File: config.mk
export PLATFORM = sky130hd
export DESIGN_NAME = tip_div_cell
export DESIGN_NICKNAME = d
export VERILOG_FILES = /design/src/hdl/tip_pkg.sv /design/src/hdl/tip_div_cell.sv
export SDC_FILE = /design/constraint.sdc
export NUM_CORES = 1
export LEC_CHECK = 0
export BUFFER_PORTS_ARGS = -buffer_cell sky130_fd_sc_hd__buf_2
export CORE_AREA = 2 2 184 186
export CTS_CLUSTER_DIAMETER = 100
export DETAILED_ROUTE_END_ITERATION = 12
export DIE_AREA = 0 0 186 188
export GPL_ROUTABILITY_DRIVEN = 1
export PLACE_DENSITY_LB_ADDON = 0.2
export SLEW_MARGIN = 25
export SYNTH_ARGS = -nofsm -noshare
export SYNTH_HDL_FRONTEND = slang
export SYNTH_SLANG_ARGS = --single-unit
File: constraint.sdc
create_clock -name clk -period 0.87 [get_ports clk]
set_input_delay 0.087 -clock clk [delete_from_list [all_inputs] [get_ports clk]]
set_output_delay 0.087 -clock clk [all_outputs]
set_load 0.1 [all_outputs]
File: src/hdl/tip_pkg.sv
// Shared widths, register indexes, pipeline side-data types and helpers for the torus projector.
package tip_pkg;

    localparam int FRAC_BITS_DEF = 16;

    localparam int CFG_IDX_W = 2;
    localparam logic [CFG_IDX_W-1:0] CFG_RING_RADIUS = 2'd0;
    localparam logic [CFG_IDX_W-1:0] CFG_TUBE_HALF_WIDTH = 2'd1;

    localparam int COORD_W = 32;
    localparam int REG_W = 31;
    localparam int ROOT_W = 32;   // both square roots produce 32 result bits
    localparam int DVD_W = 66;    // dividend width in both dividers
    localparam int LEN_W = 33;    // distance to backbone, may carry one extra bit
    localparam int QA_W = 33;     // quotient bits, radial offset and z scaling
    localparam int QB_W = 34;     // quotient bits, x and y scaling

    // carried through the radial square root
    typedef struct packed {
        logic signed [31:0] x;
        logic signed [31:0] y;
        logic signed [31:0] z;
    } sa_t;

    // carried through the tube-distance square root
    typedef struct packed {
        logic signed [31:0] x;
        logic signed [31:0] y;
        logic signed [31:0] z;
        logic [31:0]        rxy;
        logic [31:0]        adr;
        logic               big;
        logic               in_tube;
        logic               degen;
        logic               dr_neg;
    } sb_t;

    // carried through the first divider
    typedef struct packed {
        logic signed [31:0] x;
        logic signed [31:0] y;
        logic               z_neg;
        logic [31:0]        rxy;
        logic               degen;
        logic               in_tube;
        logic               dr_neg;
    } sc_t;

    // carried through the second divider
    typedef struct packed {
        logic               neg_x;
        logic               neg_y;
        logic signed [33:0] pz;
        logic               degen;
        logic               in_tube;
    } sd_t;

    typedef struct packed {
        logic               in_tube;
        logic               degen;
        logic signed [31:0] px;
        logic signed [31:0] py;
        logic signed [31:0] pz;
    } out_t;

    function automatic logic [31:0] mag32(input logic signed [31:0] v);
        return v[31] ? (32'd0 - v) : v;
    endfunction

    function automatic logic [31:0] sat32(input logic signed [35:0] v);
        if (v > 36'sd2147483647)
            return 32'h7fff_ffff;
        else if (v < -36'sd2147483648)
            return 32'h8000_0000;
        else
            return v[31:0];
    endfunction

endpackage

File: src/hdl/tip_div_cell.sv
// One quotient bit of a two-lane pipelined restoring divider with a shared divisor.
module tip_div_cell #(
    parameter int DVD_W  = tip_pkg::DVD_W,
    parameter int DIV_W  = 32,
    parameter int QUO_W  = 34,
    parameter int SHIFT  = 0,
    parameter int SIDE_W = 1
) (
    input  logic              clk,
    input  logic              rst_n,
    input  logic              en,
    input  logic              in_valid,
    input  logic [DVD_W-1:0]  in_rem_a,
    input  logic [DVD_W-1:0]  in_rem_b,
    input  logic [DIV_W-1:0]  in_div,
    input  logic [QUO_W-1:0]  in_quo_a,
    input  logic [QUO_W-1:0]  in_quo_b,
    input  logic [SIDE_W-1:0] in_side,
    output logic              out_valid,
    output logic [DVD_W-1:0]  out_rem_a,
    output logic [DVD_W-1:0]  out_rem_b,
    output logic [DIV_W-1:0]  out_div,
    output logic [QUO_W-1:0]  out_quo_a,
    output logic [QUO_W-1:0]  out_quo_b,
    output logic [SIDE_W-1:0] out_side
);

    localparam int HI_W = DVD_W - SHIFT;

    logic              valid_reg;
    logic [DVD_W-1:0]  rem_a_reg, rem_a_next;
    logic [DVD_W-1:0]  rem_b_reg, rem_b_next;
    logic [DIV_W-1:0]  div_reg;
    logic [QUO_W-1:0]  quo_a_reg, quo_a_next;
    logic [QUO_W-1:0]  quo_b_reg, quo_b_next;
    logic [SIDE_W-1:0] side_reg;
    logic [HI_W-1:0]   div_hi;
    logic [DVD_W-1:0]  sub;
    logic              ge_a;
    logic              ge_b;

    always_comb
    begin
        // rem >= div<<SHIFT compared on the upper bits only
        div_hi = {{(HI_W-DIV_W){1'b0}}, in_div};
        sub    = {{(DVD_W-DIV_W){1'b0}}, in_div} << SHIFT;
        ge_a   = in_rem_a[DVD_W-1:SHIFT] >= div_hi;
        ge_b   = in_rem_b[DVD_W-1:SHIFT] >= div_hi;
        rem_a_next = ge_a ? (in_rem_a - sub) : in_rem_a;
        rem_b_next = ge_b ? (in_rem_b - sub) : in_rem_b;
        quo_a_next = in_quo_a;
        quo_b_next = in_quo_b;
        quo_a_next[SHIFT] = ge_a;
        quo_b_next[SHIFT] = ge_b;
    end

    always_ff @(posedge clk or negedge rst_n)
    begin
        if (!rst_n)
            valid_reg <= 1'b0;
        else if (en)
            valid_reg <= in_valid;
    end

    always_ff @(posedge clk)
    begin
        if (en)
        begin
            rem_a_reg <= rem_a_next;
            rem_b_reg <= rem_b_next;
            div_reg   <= in_div;
            quo_a_reg <= quo_a_next;
            quo_b_reg <= quo_b_next;
            side_reg  <= in_side;
        end
    end

    assign out_valid = valid_reg;
    assign out_rem_a = rem_a_reg;
    assign out_rem_b = rem_b_reg;
    assign out_div   = div_reg;
    assign out_quo_a = quo_a_reg;
    assign out_quo_b = quo_b_reg;
    assign out_side  = side_reg;

endmodule

---- Yosys cells after proc, flatten, opt, wreduce, memory -nomap -nowiden ----
Index checks and enable logic that the tools add are counted.
cells by class
  order comparisons ....................... 2
  $add $sub $neg .......................... 2
  multiplexer cells ....................... 2
operators with widths
  cell                                              count
  66-bit by 32-bit >= comparator with 1-bit output  2
  66-bit 2-to-1 mux                                 2
  66-bit by 32-bit subtractor with 66-bit output    2
storage, ports and cells
  input port bits ......................... 237
  output and inout port bits .............. 234
  word-level logic and storage cells ...... 13
  register bits after elaboration ......... 234

---- Depth between registers and ports, before layout ----
  depth after elaboration ................. 2
  gate-level depth with buffers ........... 15
  mapped depth without buffers ............ 14

---- Worst setup path before layout ----
OpenSTA, ideal clock, no wires.
  path type ............................... input port to flip-flop
  start ................................... input port in_rem_b[0]
  end ..................................... register rem_b_reg[62] (netlist: out_rem_b[62]), data pin
  setup time .............................. 258 ps
  setup slack ............................. -2356 ps
  arrival time ............................ 2968 ps
  cell stages on the path ................. 13
  cells stage by stage .................... inv_1 ha_1 inv_1 fa_1 a21oi_1 o2bb2ai_1 o31ai_2 o21ai_0 a2111o_1 a21oi_1 nand3_1 or4_1 xnor2_1
on the way
  word-level cells in the longest chain between the ends .. 2
RTL lines
  element                                                                                                                    RTL line                                text
  start, declared                                                                                                            tip_div_cell.sv:14                      input logic [DVD_W-1:0] in_rem_b,
  66-bit by 32-bit subtractor with 66-bit output / 66-bit by 32-bit >= comparator with 1-bit output (equally long branches)  tip_div_cell.sv:50, tip_div_cell.sv:48
  66-bit 2-to-1 mux (*)                                                                                                      tip_div_cell.sv:50                      rem_b_next = ge_b ? (in_rem_b - sub) : in_rem_b;
  named net rem_b_next[62]                                                                                                   tip_div_cell.sv:32                      logic [DVD_W-1:0] rem_b_reg, rem_b_next;
  end signal, assigned                                                                                                       tip_div_cell.sv:70                      rem_b_reg <= rem_b_next;
  end, declared                                                                                                              tip_div_cell.sv:32
The timed path passes the listed nets; every way through them passes the cells marked *.
A chain may end at the register's enable or synchronous reset.

---- Worst setup path in the final report ----
  start ................................... input port in_rem_b[0]
  end ..................................... register rem_b_reg[39] (netlist: out_rem_b[39]), data pin
Same word-level chain as after synthesis.

==> run_results.csv <==
group,metric,value,unit
hold_path,hp-class,"input pin to register",
die,die_x,186,microns
grt,grt_max_degree,45,
synthesis,ys_seq_area_share,54.8,%
setup_path,critical_path_buf_inv_count,6,
placed_design,gp_congestion,0.938,
hold_path,whs_path_depth,3,
grt,grt-ovfl-total,0,
clock_network,clock-sinks,234,
setup_path,crit_cells,17,
pwr,cellPowerDensity,1760,nW/um^2
die,core,33100,sq um
routing,vias,14900,
timing,post-route-period-util,320,%
setup_path,path_class,"input pin to register",
routing,drcViolationCount,0,
clock_network,htreeDepth,1,
timing,fmax,360,MHz
grt,antenna_found_initial,19,
finish,nNetsFinal,2589,
die,initial_core_util,38.7,%
pwr,p_total,0.0489,W
routing,wl,65200,microns
synthesis,syn_inst,1132,
die,die_height,188,microns
grt,grtUsageTotal,32.6,%
pwr,leakage,12.0,nW
pwr,ir_drop,1.47,mV
timing,finalWorstSetupSlack,-1910,ps
die,ios,471,
synthesis,yosys-top-cells-count,"edfxtp_1 (233), a21oi_1 (108), nor2_1 (99), xor2_1 (74), ha_1 (64)",
routing,avgViaCountPerCell,5.38,
timing,final_hold_viol_count,0,
synthesis,synth_ff_type,"edfxtp_1",
synthesis,ys_types,65,
finish,stdcell_count,2771,
timing,skew,0,ps
finish,fill_cells,1572,
synthesis,ys_warn_count,0,
outcome,violations,"negative setup slack",
run,max_cap_violations,0,
synthesis,yosysMostFrequentCell,"edfxtp_1",
clock_network,insertion_delay,550,ps
placed_design,dpl.hpwl,40300,microns
setup_path,crit_path_end_kind,"register",
finish,drive_gt1_share,52.5,%
synthesis,ys_ff_latch,234,
setup_path,cp.required,1150,ps
setup_path,crit_family,"compound AO/OA/AOI/OAI gates",
timing,fin_crit,2780,ps
timing,worstMarginPinSlew,681,ps
synthesis,async_flop_share,0.427,%
clock_network,ctsRootBufferMaster,"clkbuf_16",
clock_network,cts_buffers,27,
setup_path,critical-path-max-stage-delay,470,ps
setup_path,arrival,3060,ps
die,rows,67,
placed_design,dp.cells,2412,
finish,regArea,7030,sq um
synthesis,synth_top_cells_by_area,"edfxtp_1 (55%), ha_1 (6.2%), xor2_1 (5.1%)",
synthesis,synth_fp_nets,1435,
synthesis,synth_edf_count,233,
synthesis,syn_area,12800,sq um
die,die_area,35000,sq um
setup_path,startpoint_type,"input pin",
grt,grt_pass1_vias,15000,
finish,area_delta_synth_final,117,%
timing,finalSetupTns,-313490,ps
synthesis,yosysTopAreaCell,"edfxtp_1",
clock_network,cts_tree,"done",
setup_path,cp_max_fo,5,
clock_network,path_clk_slew,60,ps
placed_design,portBuffers,468,
routing,drt_first_pass_iters,5,
routing,post_drt_wl_per_cell,23.5,microns
clock_network,clk_path_buf_depth,3,
timing,finalSetupViolations,369,
synthesis,avgSynthCellArea,11.3,sq um
synthesis,netlist.area_leader.share,54.6,%
outcome,status,"complete, but fails checks",
grt,grt_pass1_wl,86900,microns
finish,fin_util,84.0,%
setup_path,cpMaxStageDelayCell,"a2111o_1",
timing,grt_setup_unrepaired,"yes",
timing,slew_headroom,54.3,%
timing,report.final.slew_viol_count,0,
setup_path,reg2reg_depth,1,
routing,drt_iter0_markers,918,
finish,multi_input_area,6920,sq um
routing,drtAntennaViolNets,0,
setup_path,worstPathCellList,"buf_12 > inv_12 > ha_4 > inv_2 > fa_2 > a21oi_4 > o2bb2ai_4 > o31ai_4 > o21ai_4 > a2111o_1 > buf_6 > a21oi_4 > inv_4 > o211ai_4 > buf_12 > nor4_4 > xor2_1",
[stage by stage]
stage | setup slack [ps] | hold slack [ps] | area [sq um]
after floorplan | -2040 | -209 | 13600
after global placement | -2290 | -139 | 22900
after detailed placement | -2380 | -135 | 22900
after CTS | -1650 | -3.12 | 26800
after global routing | -1930 | 13.5 | 27800
final | -1910 | 31.6 | 27800
[worst paths after layout]
kind	startpoint	endpoint	slack [ps]
max	in_rem_b[0]	out_rem_b[39]	-1910
min	in_rem_a[59]	out_rem_a[59]	30
max reg2reg	out_valid	out_valid	-50
min reg2reg	out_valid	out_valid	650
max in group asynchronous	rst_n	out_valid	320
min in group asynchronous	rst_n	out_valid	410
[power by group]
group | total, W | switching (W) | internal (W) | leakage [nW]
Sequential | 0.0150 | 0.00103 | 0.0139 | 2.29
Combinational | 0.0225 | 0.0135 | 0.00894 | 9.26
Clock | 0.0115 | 0.00494 | 0.00655 | 0.416
[sequential cells by signal, summed over array words and instances, names as in the netlist]
register / flops
out_rem_a: 66
out_rem_b: 66
out_quo_a: 34
out_quo_b: 34
out_div: 32
out_side: 1
out_valid: 1
[tightest hold or removal path, stage by stage]
cell,delay (ps)
buf_2,110
buf_4,130
xor2_1,80
[layer usage]
metal  part of all wire, %  global-route usage, %  up-vias
met5                 0.074                      0        -
met4                   6.6                   15.5        8
met3                   8.5                   7.54      275
met2                    51                   59.5      889
met1                    34                   35.1     7165
li1                      -                      -     6579
[layout by cell type (no fill, tap or decap), drive strengths merged, types with 14 or more instances in the layout]
cell and instances:
nor3 25, nor2 99, xnor2 49, ha 64
nand2 65, and3 14, xor2 74, nand4 19
diode 17, nor4 21, inv 54, a21o 33
edfxtp 233, or4 16, o21ai 55, a21oi 110
clkbuf 35, or3 17, dlygate4sd3 228, buf 926
nand3 30
[repair_timing]
item,4_1_cts,5_1_grt
resized for setup,92,148
gates cloned,3,7
endpoints found under the setup margin,369,369
setup buffers,34,29
hold buffers,228,1
endpoints found under the hold margin,227,2
pin swaps,41,63
[logic make-up (layout without fill, tap and decap cells)]
family	after synthesis	in the layout	synth area share, %
other	0	17	0
muxes	12	12	1.05
DFF	234	234	54.8
xor gates and xnor gates	123	123	8.40
buffers and inverters	90	1263	2.76
adders and majority gates	66	66	6.56
AOI/OAI and AO/OA	266	266	13.0
and+or+nand+nor	341	342	13.5
[final cells by class]
cell class / instances / area share [%]
clock inverters: 19 / 0.621
inverters: 54 / 0.850
flip-flops and latches: 234 / 25.3
multi-input cells: 809 / 24.9
well taps: 448 / 2.02
clock buffers: 30 / 2.47
diodes: 17 / 0.153
repair buffers: 1160 / 43.8
Power figures use the tool's default switching activity.
