--- config.mk ---
export PLATFORM = sky130hd
export DESIGN_NAME = tip_sqrt_cell
export DESIGN_NICKNAME = d
export VERILOG_FILES = /design/src/hdl/tip_pkg.sv /design/src/hdl/tip_sqrt_cell.sv
export SDC_FILE = /design/constraint.sdc
export NUM_CORES = 1
export LEC_CHECK = 0
export ABC_AREA = 1
export BUFFER_PORTS_ARGS = -buffer_cell sky130_fd_sc_hd__buf_2
export CAP_MARGIN = 10
export CORE_MARGIN = 10
export CORE_UTILIZATION = 45
export DETAILED_ROUTE_END_ITERATION = 8
export MAX_ROUTING_LAYER = met4
export PLACE_DENSITY = 0.75
export SETUP_SLACK_MARGIN = 0.2
export SYNTH_ARGS = -nofsm -noshare
export SYNTH_HDL_FRONTEND = slang
export SYNTH_SLANG_ARGS = --single-unit
export TNS_END_PERCENT = 30
--- constraint.sdc ---
create_clock -name clk -period 0.8 [get_ports clk]
set_clock_uncertainty 0.05 [all_clocks]
set_input_delay 0.16 -clock clk [delete_from_list [all_inputs] [get_ports clk]]
set_output_delay 0.16 -clock clk [all_outputs]
set_load 0.05 [all_outputs]
--- src/hdl/tip_pkg.sv ---
// Shared widths, register indexes, pipeline side-data types and helpers for the torus projector.
package tip_pkg;

    localparam int FRAC_BITS_DEF = 16;

    localparam int CFG_IDX_W = 2;
    localparam logic [CFG_IDX_W-1:0] CFG_RING_RADIUS = 2'd0;
    localparam logic [CFG_IDX_W-1:0] CFG_TUBE_HALF_WIDTH = 2'd1;

    localparam int COORD_W = 32;
    localparam int REG_W = 31;
    localparam int ROOT_W = 32;   // both square roots produce 32 result bits
    localparam int DVD_W = 66;    // dividend width in both dividers
    localparam int LEN_W = 33;    // distance to backbone, may carry one extra bit
    localparam int QA_W = 33;     // quotient bits, radial offset and z scaling
    localparam int QB_W = 34;     // quotient bits, x and y scaling

    // carried through the radial square root
    typedef struct packed {
        logic signed [31:0] x;
        logic signed [31:0] y;
        logic signed [31:0] z;
    } sa_t;

    // carried through the tube-distance square root
    typedef struct packed {
        logic signed [31:0] x;
        logic signed [31:0] y;
        logic signed [31:0] z;
        logic [31:0]        rxy;
        logic [31:0]        adr;
        logic               big;
        logic               in_tube;
        logic               degen;
        logic               dr_neg;
    } sb_t;

    // carried through the first divider
    typedef struct packed {
        logic signed [31:0] x;
        logic signed [31:0] y;
        logic               z_neg;
        logic [31:0]        rxy;
        logic               degen;
        logic               in_tube;
        logic               dr_neg;
    } sc_t;

    // carried through the second divider
    typedef struct packed {
        logic               neg_x;
        logic               neg_y;
        logic signed [33:0] pz;
        logic               degen;
        logic               in_tube;
    } sd_t;

    typedef struct packed {
        logic               in_tube;
        logic               degen;
        logic signed [31:0] px;
        logic signed [31:0] py;
        logic signed [31:0] pz;
    } out_t;

    function automatic logic [31:0] mag32(input logic signed [31:0] v);
        return v[31] ? (32'd0 - v) : v;
    endfunction

    function automatic logic [31:0] sat32(input logic signed [35:0] v);
        if (v > 36'sd2147483647)
            return 32'h7fff_ffff;
        else if (v < -36'sd2147483648)
            return 32'h8000_0000;
        else
            return v[31:0];
    endfunction

endpackage

--- src/hdl/tip_sqrt_cell.sv ---
// One result bit of a pipelined restoring integer square root.
module tip_sqrt_cell #(
    parameter int ROOT_W = tip_pkg::ROOT_W,
    parameter int SIDE_W = 1
) (
    input  logic                clk,
    input  logic                rst_n,
    input  logic                en,
    input  logic                in_valid,
    input  logic [2*ROOT_W-1:0] in_rad,
    input  logic [ROOT_W+1:0]   in_rem,
    input  logic [ROOT_W-1:0]   in_root,
    input  logic [SIDE_W-1:0]   in_side,
    output logic                out_valid,
    output logic [2*ROOT_W-1:0] out_rad,
    output logic [ROOT_W+1:0]   out_rem,
    output logic [ROOT_W-1:0]   out_root,
    output logic [SIDE_W-1:0]   out_side
);

    logic                valid_reg;
    logic [2*ROOT_W-1:0] rad_reg, rad_next;
    logic [ROOT_W+1:0]   rem_reg, rem_next;
    logic [ROOT_W-1:0]   root_reg, root_next;
    logic [SIDE_W-1:0]   side_reg;
    logic [ROOT_W+1:0]   rem_t;
    logic [ROOT_W+1:0]   trial;
    logic                ge;

    always_comb
    begin
        // bring down the next two radicand bits, try root*4+1
        rem_t     = {in_rem[ROOT_W-1:0], in_rad[2*ROOT_W-1 -: 2]};
        trial     = {in_root, 2'b01};
        ge        = rem_t >= trial;
        rem_next  = ge ? (rem_t - trial) : rem_t;
        root_next = {in_root[ROOT_W-2:0], ge};
        rad_next  = {in_rad[2*ROOT_W-3:0], 2'b00};
    end

    always_ff @(posedge clk or negedge rst_n)
    begin
        if (!rst_n)
            valid_reg <= 1'b0;
        else if (en)
            valid_reg <= in_valid;
    end

    always_ff @(posedge clk)
    begin
        if (en)
        begin
            rad_reg  <= rad_next;
            rem_reg  <= rem_next;
            root_reg <= root_next;
            side_reg <= in_side;
        end
    end

    assign out_valid = valid_reg;
    assign out_rad   = rad_reg;
    assign out_rem   = rem_reg;
    assign out_root  = root_reg;
    assign out_side  = side_reg;

endmodule

---- Word level (Yosys, flattened, before mapping) ----
Index checks and enable logic that the tools add are counted.
W data, S select, Z words.
operators by class
  add/sub/neg operators ................... 1
  magnitude comparators ................... 1
  muxes and demuxes ....................... 1
operator list
  kind              count
  $ge A34 B34 Y1    1
  $mux W34          1
  $sub A34 B34 Y34  1
word-level totals
  register bits after elaboration ......... 130
  bits of input ports ..................... 135
  output and inout bits ................... 132
  logic and storage cells ................. 8

---- Depth between registers and ports, before layout ----
Gate-level depths: netlist of run 1.
  word-level depth ........................ 2
  gate-level depth with buffers ........... 16
  depth with buffers taken out ............ 15

---- Least setup slack after synthesis of run 1 ----
No wires, ideal clock.
  path kind ............................... input -> register
  start point ............................. input in_root[7]
  end point ............................... register rem_reg[25], in the netlist out_rem[25], data pin
  library setup time ...................... 253 ps
  arrival ................................. 1546 ps
  required time ........................... 497 ps
  slack ................................... -1049 ps
  stages on the path ...................... 14
  buffers on the path ..................... 1
  cells stage by stage .................... inv_1 -> ha_1 -> nand2_1 -> nor2_2 -> nand3_1 -> nand3_1 -> nand2_1 -> nand3_2 -> nand2_2 -> nand2_8 -> inv_6 -> buf_12 -> nand2_2 -> nand2_1
on the way
  cells in the longest elaborated chain, start to end .. 2
  elaborated cells on any way between the ends .. 3
  those cells by class .................... 1 x add/sub; 1 x order compare; 1 x mux
RTL lines
  element                                                    RTL line                                  text
  start, declared                                            tip_sqrt_cell.sv:12                       input logic [ROOT_W-1:0] in_root,
  $sub A34 B34 Y34 / $ge A34 B34 Y1 (equally long branches)  tip_sqrt_cell.sv:36, tip_sqrt_cell.sv:35
  $mux W34 (*)                                               tip_sqrt_cell.sv:36                       rem_next = ge ? (rem_t - trial) : rem_t;
  named net rem_next[25]                                     tip_sqrt_cell.sv:23                       logic [ROOT_W+1:0] rem_reg, rem_next;
  end signal, assigned                                       tip_sqrt_cell.sv:54                       rem_reg <= rem_next;
  end, declared                                              tip_sqrt_cell.sv:23
Mark *: on every way through the listed nets, which the timed path passes. The rest lies on a longest branch.
A chain may end at the register's enable or synchronous reset.

---- Worst setup path after layout of run 1 ----
  start point ............................. input in_rem[18]
  end point ............................... register rem_reg[23], in the netlist out_rem[23], data pin
on the way
  cells in the longest elaborated chain, start to end .. 2
  elaborated cells on any way between the ends .. 3
  those cells by class .................... 1 x add/sub; 1 x order compare; 1 x mux
RTL lines
  element                                                    RTL line                                  text
  start, declared                                            tip_sqrt_cell.sv:11                       input logic [ROOT_W+1:0] in_rem,
  $sub A34 B34 Y34 / $ge A34 B34 Y1 (equally long branches)  tip_sqrt_cell.sv:36, tip_sqrt_cell.sv:35
  $mux W34 (*)                                               tip_sqrt_cell.sv:36
  named net rem_next[23]                                     tip_sqrt_cell.sv:23
Marked as above.

==> results.md, run 1 <==
- RSZ-0062 raised after global routing: yes
- Final instance area: about 13000 um^2
- Final setup viols: 166
- # Max-Cap Violations: 0
- IO Port Bufs: 262
- Clk sinks: 130
- Cells after Synth: 756
- Num rows: 45
- Crit-path slowest cell: ha_4
- Hold Fails Final Rpt: 102
- Via density per instance: 5.340
- Starting DRT DRC Count: 694
- Die W: 144.9 um
- Register area share after synthesis: 55.58%
- Inst Count DP: 1341
- Critical Path AT: ~1.9 ns
- Setup crit end kind: flip-flop
- Worst-path clk slew: 0.07 ns
- CP bufs+invs: 4
- Synthesized area: 7014 um^2
- Post-layout minimum cycle time: 1.738 ns
- Top FF cell, synth: edfxtp_1
- # IOs: between 200 and 300
- Dpl cell area: 10620 um^2
- R2r startpoint: out_valid
- Core area: 15260 um^2
- Crit path kind: in2reg
- Syn. warnings: 0
- Ys async rst share: 0.7692%
- Min-delay src: in_rad[30]
- Hold Crit Class: in2reg
- Reg-to-reg endpoint: out_valid
- Crit Path Max Fanout: 3
- Failing checks: negative hold slack, negative setup slack
- Tot GR Track Use: 28.25%
- Layout cell share with drive strength beyond 1: 57.44%
- Total CTS buffers: 17
- Die area: 20980 um^2
- # DRC: 0
- Vias: ~7600
- P&R area growth vs syn: 86.37%
- Clock Tree Buf Depth: 2
- Initial Util: a little under half
- Hold Path Stages: 1
- Max Fclk: 575.5 MHz
- H-tree levels: 4
- VDD IR max: 1.536 mV
- CP top delay family: simple AND/OR/NAND/NOR gates
- Post-synth cell types: 34
- Total power: around 0.027 W
- Hold_ws: -0.1458 ns
- Nets@finish: ~1400
- Wire per inst: 22.96 um
- Drt first pass iters: 8
- CP Launch Type: input pin
- Final GP Congestion: 0.9383
- DIE HEIGHT: around 140 um
- Final worst slack: -0.9377 ns
- Max Slew Vio Count: 0
- #FFs+latches synth: 130
- GR Overflow Total: 0
- Hold endpoint: out_rad[32]
- Vias in the first global route: 7511
- Detailed placer's ending HPWL: 19810 um
- CTS tree: yes
- R2R depth: 1
- Mean post-synth cell area: 9.278 um^2
- Initial antenna violation count: 3
- Antenna-violating nets left: 0
- Largest net degree at the start of global routing: 26
- Fin cells: 1426
- Critical path cell sequence: buf_2, ha_4, buf_4, a21oi_4, nor2_1, nor2_1, nand2_1, buf_4, inv_1, nand3_1, nand3_1, nand2_2
- CTS Hold Bufs: 1
- Global-route wire length before repair: 42900 um
- Critical path depth: 12
- Final period utilization: 217.2%
- PD cells: 2102 nW/um^2
- Pre-CTS setup slack: -1.309 ns
- Latest clock arrival within the worst-skew pair: between 0.4 and 0.5 ns
- LEAKAGE: 6.170 nW
- Routed WL: approximately 33000 um
- Max incr delay on CP: 0.29 ns
- Status: complete, but fails checks
- CTS Root Cell: clkbuf_16
- Post-synth EDFFs: ~130
- Worst R2R Setup Slack: -0.07 ns
- Crit path required time: around 0.93 ns
-- cell usage after synthesis, drive strengths merged, types with 2 or more instances --
master	n	area (um^2)
a21o	2	15.01
a21oi	30	153.9
buf	8	95.08
edfxtp	129	3874
ha	34	425.4
inv	121	459.2
nand2	283	1141
nand3	34	175.2
nand3b	9	67.56
nand4	8	50.05
nor2	54	230.2
nor3	4	20.02
nor4	2	12.51
o21ai	11	55.05
o21bai	3	22.52
xnor2	4	35.03
xor2	13	113.9
-- stage by stage --
stage	utilization, %	hold slack, ns	TNS [ns]
5_1_grt	85.64	-0.1579	-90.94
4_1_cts	82.23	-0.1606	-79.91
3_5_place_dp	69.62	-0.1051	-68.22
6_report	85.67	-0.1458	-84.55
2_1_floorplan	-	-0.1856	-33.34
3_3_place_gp	69.62	-0.1153	-65.73
-- metal layers --
metal | global-route usage, % | wire, um | vias to the layer above
met2 | 49.61 | 16870 | 547
met4 | 13.40 | 1770 | 0
met3 | 7.627 | 3058 | 138
met1 | 28.82 | 11030 | 3576
li1 | - | - | 3354
met5 | - | 0 | -
-- report_power, final --
part           total, W  switching, W  internal [W]
logic            0.0100       0.00585       0.00417
registers       0.00878      0.000464       0.00831
clock network   0.00869       0.00341       0.00528
-- area by class of cell --
cell class / instances / area [um^2]
multi-input cells: 498 / 3671
repair buffers: 425 / 3990
clock buffers: 18 / 429.2
repair inverters: 4 / 72.57
well taps: 211 / 264.0
diodes: 5 / 12.51
clock inverters: 14 / 202.7
fillers: 692 / 2186
flip-flops and latches: 130 / 3900
inverters: 121 / 530.5
-- cell families (layout without fill, tap and decap cells) --
kind of cell	count (synthesis)	after routing	share of synthesized area (%)
compound gates	48	48	3.728
xor+xnor	17	17	2.123
fa+ha+maj	34	34	6.065
buf+inv	129	582	7.902
flops	130	130	55.58
mux	1	1	0.1605
other cells	1	7	0.05346
simple gates	396	396	24.38
-- repair_timing --
item                       4_1_cts  5_1_grt
gates resized for setup        304      110
buffers inserted                26       16
setup endpoints to repair      166      196
gates cloned                     5        0
pin swaps                       29       25
hold endpoints to repair       104      100
-- worst max-delay path by stage --
stage                startpoint     endpoint  slack, ns
floorplan           in_root[14]  out_rem[25]      -0.93
global placement    in_root[14]  out_rem[33]      -1.27
global route        in_root[30]  out_rem[16]      -1.03
finish               in_rem[18]  out_rem[23]      -0.94
detailed placement   in_root[3]  out_rem[31]      -1.31
CTS                 in_root[25]  out_rem[18]      -0.77
-- sequential cells by signal, indices dropped and copies added (netlist names) --
register	cells
out_rad	62
out_rem	34
out_root	32
out_side	1
out_valid	1
-- cell usage in the layout, fill, tap and decap left out, types with 30 or more instances in the layout --
cell type and count:
nand2_4 37, ha_4 30, nor2_1 30, edfxtp_1 129, nand2_1 174, inv_1 88
buf_2 104, nand2_2 70, buf_4 151, buf_6 117, buf_12 43
No activity file was read; power rests on OpenSTA's default activity.
==> run 2, diff against run 1 <==
--- a/config.mk
+++ b/config.mk
@@ -5,11 +5,11 @@
 export SDC_FILE = /design/constraint.sdc
 export NUM_CORES = 1
 export LEC_CHECK = 0
-export ABC_AREA = 1
+export ABC_AREA = 0
 export BUFFER_PORTS_ARGS = -buffer_cell sky130_fd_sc_hd__buf_2
 export CAP_MARGIN = 10
 export CORE_MARGIN = 10
-export CORE_UTILIZATION = 45
+export CORE_UTILIZATION = 44
 export DETAILED_ROUTE_END_ITERATION = 8
 export MAX_ROUTING_LAYER = met4
 export PLACE_DENSITY = 0.75
==> run 2 against run 1 <==
  * The run still ends with negative hold slack, negative setup slack left
  * Sequential share of layout area increased by 4.7 points
  * Worst setup slack got worse by 0.42 ns
  * Global-route usage fell by 4.1 points
  * Cell area down 14%
  * Combinational power shrank 13%
  * Clock power hardly changed
  * Worst hold slack better by 0.0017 ns
  * Maximum frequency is 19% lower
  * Clock-buffer cell count down 1
  * Core utilization fell by 5.2 points
  * Sequential cell count did not move
  * Largest cell class is now flip-flops and latches
==> results.md, run 2 <==
- Cells after Synth: 517 (was 756)
- Post-synth EDFFs: 129 (unchanged)
- Final setup viols: 166 (unchanged)
- Final period utilization: 269.4% (was 217.2%)
- Post-synth cell types: 62 (was 34)
- Starting DRT DRC Count: 375 (was 694)
- PD cells: 2307 nW/um^2 (was 2102 nW/um^2)
- Crit path required time: 0.91 ns (was 0.93 ns)
- Max FFs per register: 62 (unchanged)
- Most common cell in the synthesized netlist: edfxtp_1 (was nand2_1)
- Hold Fails Final Rpt: 98 (was 102)
- Hold endpoint: out_rad[4] (was out_rad[32])
- Top FF cell, synth: edfxtp_1 (unchanged)
- Drt first pass iters: 5 (was 8)
- Post-layout minimum cycle time: 2.155 ns (was 1.738 ns)
- Cell taking the most area after synthesis: edfxtp_1 (unchanged)
- Initial Util: 45.32% (was 45.97%)
- Via density per instance: 5.356 (was 5.340)
- Commonest non-fill, non-tap cell in the layout: buf_4 (was nand2_1)
- Num rows: 43 (was 45)
- Setup TNS: -98.24 ns (was -84.55 ns)
- Hold Path Stages: 1 (unchanged)
- Inst Count DP: 1078 (was 1341)
- GR Overflow Total: 0 (unchanged)
- Hold Crit Class: in2reg (unchanged)
- VDD IR max: 1.471 mV (was 1.536 mV)
- Syn. warnings: 0 (unchanged)
- Hold_ws: -0.1441 ns (was -0.1458 ns)
- CTS Hold Bufs: 1 (unchanged)
- Initial antenna violation count: 2 (was 3)
- Mean post-synth cell area: 12.31 um^2 (was 9.278 um^2)
- CTS tree: yes (unchanged)
- # Max-Cap Violations: 0 (unchanged)
- Worst R2R Setup Slack: -0.05 ns (was -0.07 ns)
- Routed WL: 25380 um (was 32730 um)
- Max Fclk: 464.0 MHz (was 575.5 MHz)
- RSZ-0062 raised after global routing: yes (unchanged)
- Clock Tree Buf Depth: 2 (unchanged)
- Total power: 0.02608 W (was 0.02748 W)
- Synthesized area: 6364 um^2 (was 7014 um^2)
- Final GP Congestion: 0.8549 (was 0.9383)
- Clk sinks: 130 (unchanged)
- R2r startpoint: out_valid (unchanged)
- Post-synth top area share: 60.87% (was 55.23%)
- Register area share after synthesis: 61.27% (was 55.58%)
- Die area: 19670 um^2 (was 20980 um^2)
- H-tree levels: 4 (unchanged)
- Pre-CTS setup slack: -1.912 ns (was -1.309 ns)
- Layout cell share with drive strength beyond 1: 57.90% (was 57.44%)
- Ys async rst share: 0.7692% (unchanged)
- Total CTS buffers: 17 (unchanged)
- Critical Path AT: 2.26 ns (was 1.87 ns)
- P&R area growth vs syn: 77.58% (was 86.37%)
- CTS Root Cell: clkbuf_16 (unchanged)
- Setup crit end kind: flip-flop (unchanged)
- LEAKAGE: 4.977 nW (was 6.170 nW)
- Status: complete, but fails checks (unchanged)
- Nets@finish: 1100 (was 1366)
- Die W: 140.3 um (was 144.9 um)
- #FFs+latches synth: 130 (unchanged)
- Worst-path clk slew: 0.06 ns (was 0.07 ns)
- CP Launch Type: input pin (unchanged)
- Max Slew Vio Count: 0 (unchanged)
- Crit Path Max Fanout: 5 (was 3)
- Synth top cells by count: 129 x edfxtp_1, 53 x nand2_1, 49 x inv_1 (was 257 x nand2_1, 129 x edfxtp_1, 120 x inv_1)
- Most frequent cells in the layout: 131 x buf_4, 129 x buf_6, 129 x edfxtp_1, 124 x buf_2, 48 x nand2_1 (was 174 x nand2_1, 151 x buf_4, 129 x edfxtp_1, 117 x buf_6, 104 x buf_2)
- Min-delay src: in_rad[2] (was in_rad[30])
- Tot GR Track Use: 24.20% (was 28.25%)
- Antenna-violating nets left: 0 (unchanged)
- Fin cells: 1125 (was 1426)
- # DRC: 0 (unchanged)
- Crit path kind: in2reg (unchanged)
- DIE HEIGHT: 140.3 um (was 144.9 um)
- Final worst slack: -1.355 ns (was -0.9377 ns)
- Core area: 14040 um^2 (was 15260 um^2)
- Global-route wire length before repair: 35730 um (was 42900 um)
- Max incr delay on CP: 0.34 ns (was 0.29 ns)
- Wire per inst: 22.56 um (was 22.96 um)
- Ranking of synthesized cells by area: edfxtp_1 61%, ha_1 6.7%, nand2_1 3.1% (was edfxtp_1 55%, nand2_1 14%, inv_1 6.4%)
- R2R depth: 1 (unchanged)
- Failing checks: negative hold slack, negative setup slack (unchanged)
- Largest net degree at the start of global routing: 37 (was 26)
- Crit-path slowest cell: a221oi_4 (was ha_4)
- Latest clock arrival within the worst-skew pair: 0.43 ns (was 0.42 ns)
- Reg-to-reg endpoint: out_valid (unchanged)
- # IOs: 267 (unchanged)
- Vias: 6026 (was 7615)
- Critical path cell sequence: buf_8, inv_4, ha_4, a211o_1, a21oi_2, o211ai_1, a221oi_4, nor2_2, a21boi_4, buf_6, buf_12, o21ai_4 (was buf_2, ha_4, buf_4, a21oi_4, nor2_1, nor2_1, nand2_1, buf_4, inv_1, nand3_1, nand3_1, nand2_2)
- IO Port Bufs: 262 (unchanged)
- Vias in the first global route: 6134 (was 7511)
- Detailed placer's ending HPWL: 17620 um (was 19810 um)
-- run 2: cell types whose count changed after synthesis, moves of 16 or more --
cell and delta:
nand2_1 -204, inv_1 -71, nor2_1 -26, o21ai_0 +19, nand3_1 -22, o21ai_1 +16, nand2_2 -25
-- run 2: through the flow --
stage	hold slack, ns	util [%]	cell area [um^2]
floorplan	-0.1856	-	6604
global placement	-0.1144	66.49	9336
detailed placement	-0.1102	66.49	9336
CTS	-0.1515	78.91	11080
global route	-0.1548	80.48	11300
finish	-0.1441	80.48	11300
-- run 2: cell families after synthesis --
family / count (synthesis) / share of synthesized area (%)
AOI/OAI and AO/OA: 144 / 14.90
buffers and inverters: 64 / 4.444
DFF: 130 / 61.27
xor gates and xnor gates: 27 / 3.716
other: 1 / 0.05893
and+or+nand+nor: 116 / 8.749
adders and majority gates: 34 / 6.685
muxes: 1 / 0.1769
-- run 2: what timing repair did --
item                                    in CTS  in global routing
setup buffers                                6                  5
endpoints found under the setup margin     166                174
gates cloned                                 1                  1
pin swaps                                   27                 18
endpoints found under the hold margin      106                 98
gates resized for setup                    297                 35
-- run 2: where the power goes --
group	internal [W]	switching, W
clock	0.00557	0.00314
combinational	0.00365	0.00503
sequential	0.00831	0.000377
total	0.0175	0.00854
-- run 2: worst max path at each step --
stage	start	end
global placement	in_root[6]	out_rem[33]
floorplan	in_root[6]	out_rem[33]
CTS	in_root[14]	out_rem[29]
global route	in_root[10]	out_rem[6]
finish	in_root[9]	out_rem[13]
detailed placement	in_root[6]	out_rem[33]
-- run 2: worst max-delay path: cells and delay by family --
| kind | cells | cell delay [ns] |
|---|---|---|
| compound gates | 6 | 1.34 |
| buf+inv | 4 | 0.47 |
| fa+ha+maj | 1 | 0.20 |
| simple gates | 1 | 0.09 |
-- run 2: layout make-up --
type	instances	area, um^2
diodes	2	5.005
clock buffers	17	425.4
clock inverters	14	230.2
fillers	749	2741
inverters	49	221.5
multi-input cells	324	2731
flip-flops and latches	130	3900
well taps	180	225.2
repair buffers	409	3562
-- run 2: per-layer routing --
layer	track usage (%)	vias to the layer above	wire, um
met5	-	-	0
met4	7.609	0	670
met3	5.916	45	1657
met2	43.52	305	13630
met1	25.52	2925	9423
li1	-	2751	-
==> run 3, diff against run 2 <==
--- a/config.mk
+++ b/config.mk
@@ -9,10 +9,10 @@
 export BUFFER_PORTS_ARGS = -buffer_cell sky130_fd_sc_hd__buf_2
 export CAP_MARGIN = 10
 export CORE_MARGIN = 10
-export CORE_UTILIZATION = 44
+export CORE_UTILIZATION = 40
 export DETAILED_ROUTE_END_ITERATION = 8
 export MAX_ROUTING_LAYER = met4
-export PLACE_DENSITY = 0.75
+export PLACE_DENSITY = 0.78
 export SETUP_SLACK_MARGIN = 0.2
 export SYNTH_ARGS = -nofsm -noshare
 export SYNTH_HDL_FRONTEND = slang
==> run 3 against run 2 <==
  * The flow still finishes with violations (negative hold slack, negative setup slack)
  * Sequential cell count stayed put
  * Die area rose by 8.5%
  * Sequential power decreased by 0.5%
  * First-iteration DRC count is 6.9% lower
  * Final cell count is 4.5% higher
  * Critical path type unchanged
==> results.md, run 3 (synthesized netlist as in run 2, its figures left out) <==
- Max incr delay on CP: 0.36 ns (was 0.34 ns)
- Worst R2R Setup Slack: -0.03 ns (was -0.05 ns)
- Final GP Congestion: 0.9077 (was 0.8549)
- Clock Tree Buf Depth: 2 (unchanged)
- CTS tree: yes (unchanged)
- Initial Util: 40.50% (was 45.32%)
- Crit Path Max Fanout: 8 (was 5)
- # DRC: 0 (unchanged)
- Final period utilization: 292.7% (was 269.4%)
- R2r startpoint: out_valid (unchanged)
- CTS Root Cell: clkbuf_16 (unchanged)
- Crit-path slowest cell: a221oi_4 (unchanged)
- Max Fclk: 427.1 MHz (was 464.0 MHz)
- # IOs: 267 (unchanged)
- Crit path required time: 1.01 ns (was 0.91 ns)
- Core area: 15710 um^2 (was 14040 um^2)
- Post-layout minimum cycle time: 2.342 ns (was 2.155 ns)
- Clk sinks: 130 (unchanged)
- Largest net degree at the start of global routing: 43 (was 37)
- Global-route wire length before repair: 34960 um (was 35730 um)
- H-tree levels: 4 (unchanged)
- IO Port Bufs: 262 (unchanged)
- Most common cell type on the critical path: buf_8
- Hold Crit Class: in2reg (unchanged)
- Detailed placer's ending HPWL: 16390 um (was 17620 um)
- ANT cells: 0 (was 2)
- Setup crit end kind: flip-flop (unchanged)
- RSZ-0062 raised after global routing: yes (unchanged)
- Total CTS buffers: 17 (unchanged)
- Antenna-violating nets left: 0 (unchanged)
- Crit path kind: in2reg (unchanged)
- Latest clock arrival within the worst-skew pair: 0.43 ns (about the same)
- Die W: 146.1 um (was 140.3 um)
- Max Slew Vio Count: 0 (unchanged)
- LEAKAGE: 5.035 nW (was 4.977 nW)
- R2R depth: 1 (unchanged)
- DIE HEIGHT: 146.1 um (was 140.3 um)
- Critical path cell sequence: buf_8, inv_4, ha_4, a211o_1, a21oi_2, o211ai_1, a221oi_4, nor2_2, a21boi_4, buf_8, buf_16, nand2_1, o21ai_1 (was buf_8, inv_4, ha_4, a211o_1, a21oi_2, o211ai_1, a221oi_4, nor2_2, a21boi_4, buf_6, buf_12, o21ai_4)
- Critical Path AT: 2.55 ns (was 2.26 ns)
- Hold endpoint: out_rad[61] (was out_rad[4])
- Status: complete, but fails checks (unchanged)
- Wire per inst: 20.26 um (was 22.56 um)
- Final setup viols: 166 (unchanged)
- Starting DRT DRC Count: 349 (was 375)
- Final Util: 72.24% (was 80.48%)
- Die area: 21350 um^2 (was 19670 um^2)
- CTS Hold Bufs: 1 (unchanged)
- Routed WL: 23820 um (was 25380 um)
- Hold_ws: -0.1475 ns (was -0.1441 ns)
- PD cells: 2212 nW/um^2 (was 2307 nW/um^2)
- Vias in the first global route: 6201 (was 6134)
- Nets@finish: 1116 (was 1100)
- # Max-Cap Violations: 0 (unchanged)
- Hold Fails Final Rpt: 101 (was 98)
- Reg-to-reg endpoint: out_valid (unchanged)
- Final worst slack: -1.542 ns (was -1.355 ns)
- Tot GR Track Use: 21.44% (was 24.20%)
- Vias: 5923 (was 6026)
- Num rows: 46 (was 43)
- Pre-CTS setup slack: -1.864 ns (was -1.912 ns)
- Worst-path clk slew: 0.06 ns (about the same)
- Total power: 0.02510 W (was 0.02608 W)
- Commonest non-fill, non-tap cell in the layout: buf_4 (unchanged)
- Via density per instance: 5.037 (was 5.356)
- VDD IR max: 1.464 mV (was 1.471 mV)
- Most frequent cells in the layout: 145 x buf_4, 129 x edfxtp_1, 128 x buf_6, 126 x buf_2, 41 x inv_1 (was 131 x buf_4, 129 x buf_6, 129 x edfxtp_1, 124 x buf_2, 48 x nand2_1)
- Layout cell share with drive strength beyond 1: 57.50% (was 57.90%)
- Initial antenna violation count: 0 (was 2)
- GR Overflow Total: 0 (unchanged)
- CP Launch Type: input pin (unchanged)
- Min-delay src: in_rad[59] (was in_rad[2])
- P&R area growth vs syn: 78.37% (was 77.58%)
- Setup TNS: -103.18 ns (was -98.24 ns)
- Failing checks: negative hold slack, negative setup slack (unchanged)
- Hold Path Stages: 1 (unchanged)
- Drt first pass iters: 5 (unchanged)
- Max FFs per register: 62 (unchanged)
- Layout fillers: 1015 (was 749)
==> run 3: cell types whose count changed in the layout (fill, tap and decap cells not counted), moves of 5 or more <==
cell / before / now
buf_12: 20 / 15
nand2_4: 0 / 8
a21oi_1: 24 / 31
buf_4: 131 / 145
nand2_1: 48 / 37
a21oi_2: 13 / 6
==> run 3: report_power, final <==
| part | switching, W | total (W) | leakage (nW) | internal, W |
|---|---|---|---|---|
| logic | 0.00502 | 0.00885 | 3.50 | 0.00383 |
| registers | 0.000346 | 0.00865 | 1.27 | 0.00831 |
| clock network | 0.00324 | 0.00760 | 0.264 | 0.00436 |
| total | 0.00861 | 0.0251 | 5.04 | 0.0165 |
==> run 3: what timing repair did <==
action,in CTS,in global routing
endpoints found under the setup margin,166,167
cloned,5,2
gates resized for setup,305,32
endpoints found under the hold margin,107,98
buffers inserted,13,12
pin swaps,18,12
==> run 3: critical path: cells and delay by family <==
| kind | cells | cell delay (ns) |
|---|---|---|
| AOI/OAI and AO/OA | 6 | 1.52 |
| adders and majority gates | 1 | 0.20 |
| buffers and inverters | 4 | 0.50 |
| and+or+nand+nor | 2 | 0.15 |
==> run 3: final cells by class <==
| cell class | instances | area (um^2) | area share, % |
|---|---|---|---|
| Clock inverter | 14 | 142.6 | 1.257 |
| Sequential cell | 130 | 3900 | 34.36 |
| Clock buffer | 18 | 429.2 | 3.781 |
| Tap cell | 216 | 270.3 | 2.381 |
| Timing Repair Buffer | 425 | 3704 | 32.63 |
| Multi-Input combinational cell | 324 | 2686 | 23.67 |
| Inverter | 49 | 219.0 | 1.929 |
==> run 3: routing by layer <==
metal / global-route usage, % / vias up / wire length (um)
met1: 23.52 / 2848 / 9525
li1: - / 2786 / -
met4: 6.807 / 0 / 457
met5: - / - / 0
met2: 37.17 / 257 / 12450
met3: 5.748 / 32 / 1387
==> run 3: per-stage QoR <==
| stage | hold WS (ns) | std cells | instance area [um^2] |
|---|---|---|---|
| floorplan | -0.1856 | 518 | 6604 |
| global route | -0.1668 | 1176 | 11350 |
| detailed placement | -0.1133 | 1111 | 9260 |
| global placement | -0.1158 | 1111 | 9260 |
| finish | -0.1475 | 1176 | 11350 |
| CTS | -0.1581 | 1162 | 11100 |
==> run 3: worst max-delay path by stage <==
stage / endpoint / start
final: out_rem[27] / in_root[9]
after global routing: out_rem[13] / in_root[9]
after CTS: out_rem[1] / in_rem[9]
after detailed placement: out_rem[33] / in_root[6]
after global placement: out_rem[33] / in_root[6]
after floorplan: out_rem[33] / in_root[6]
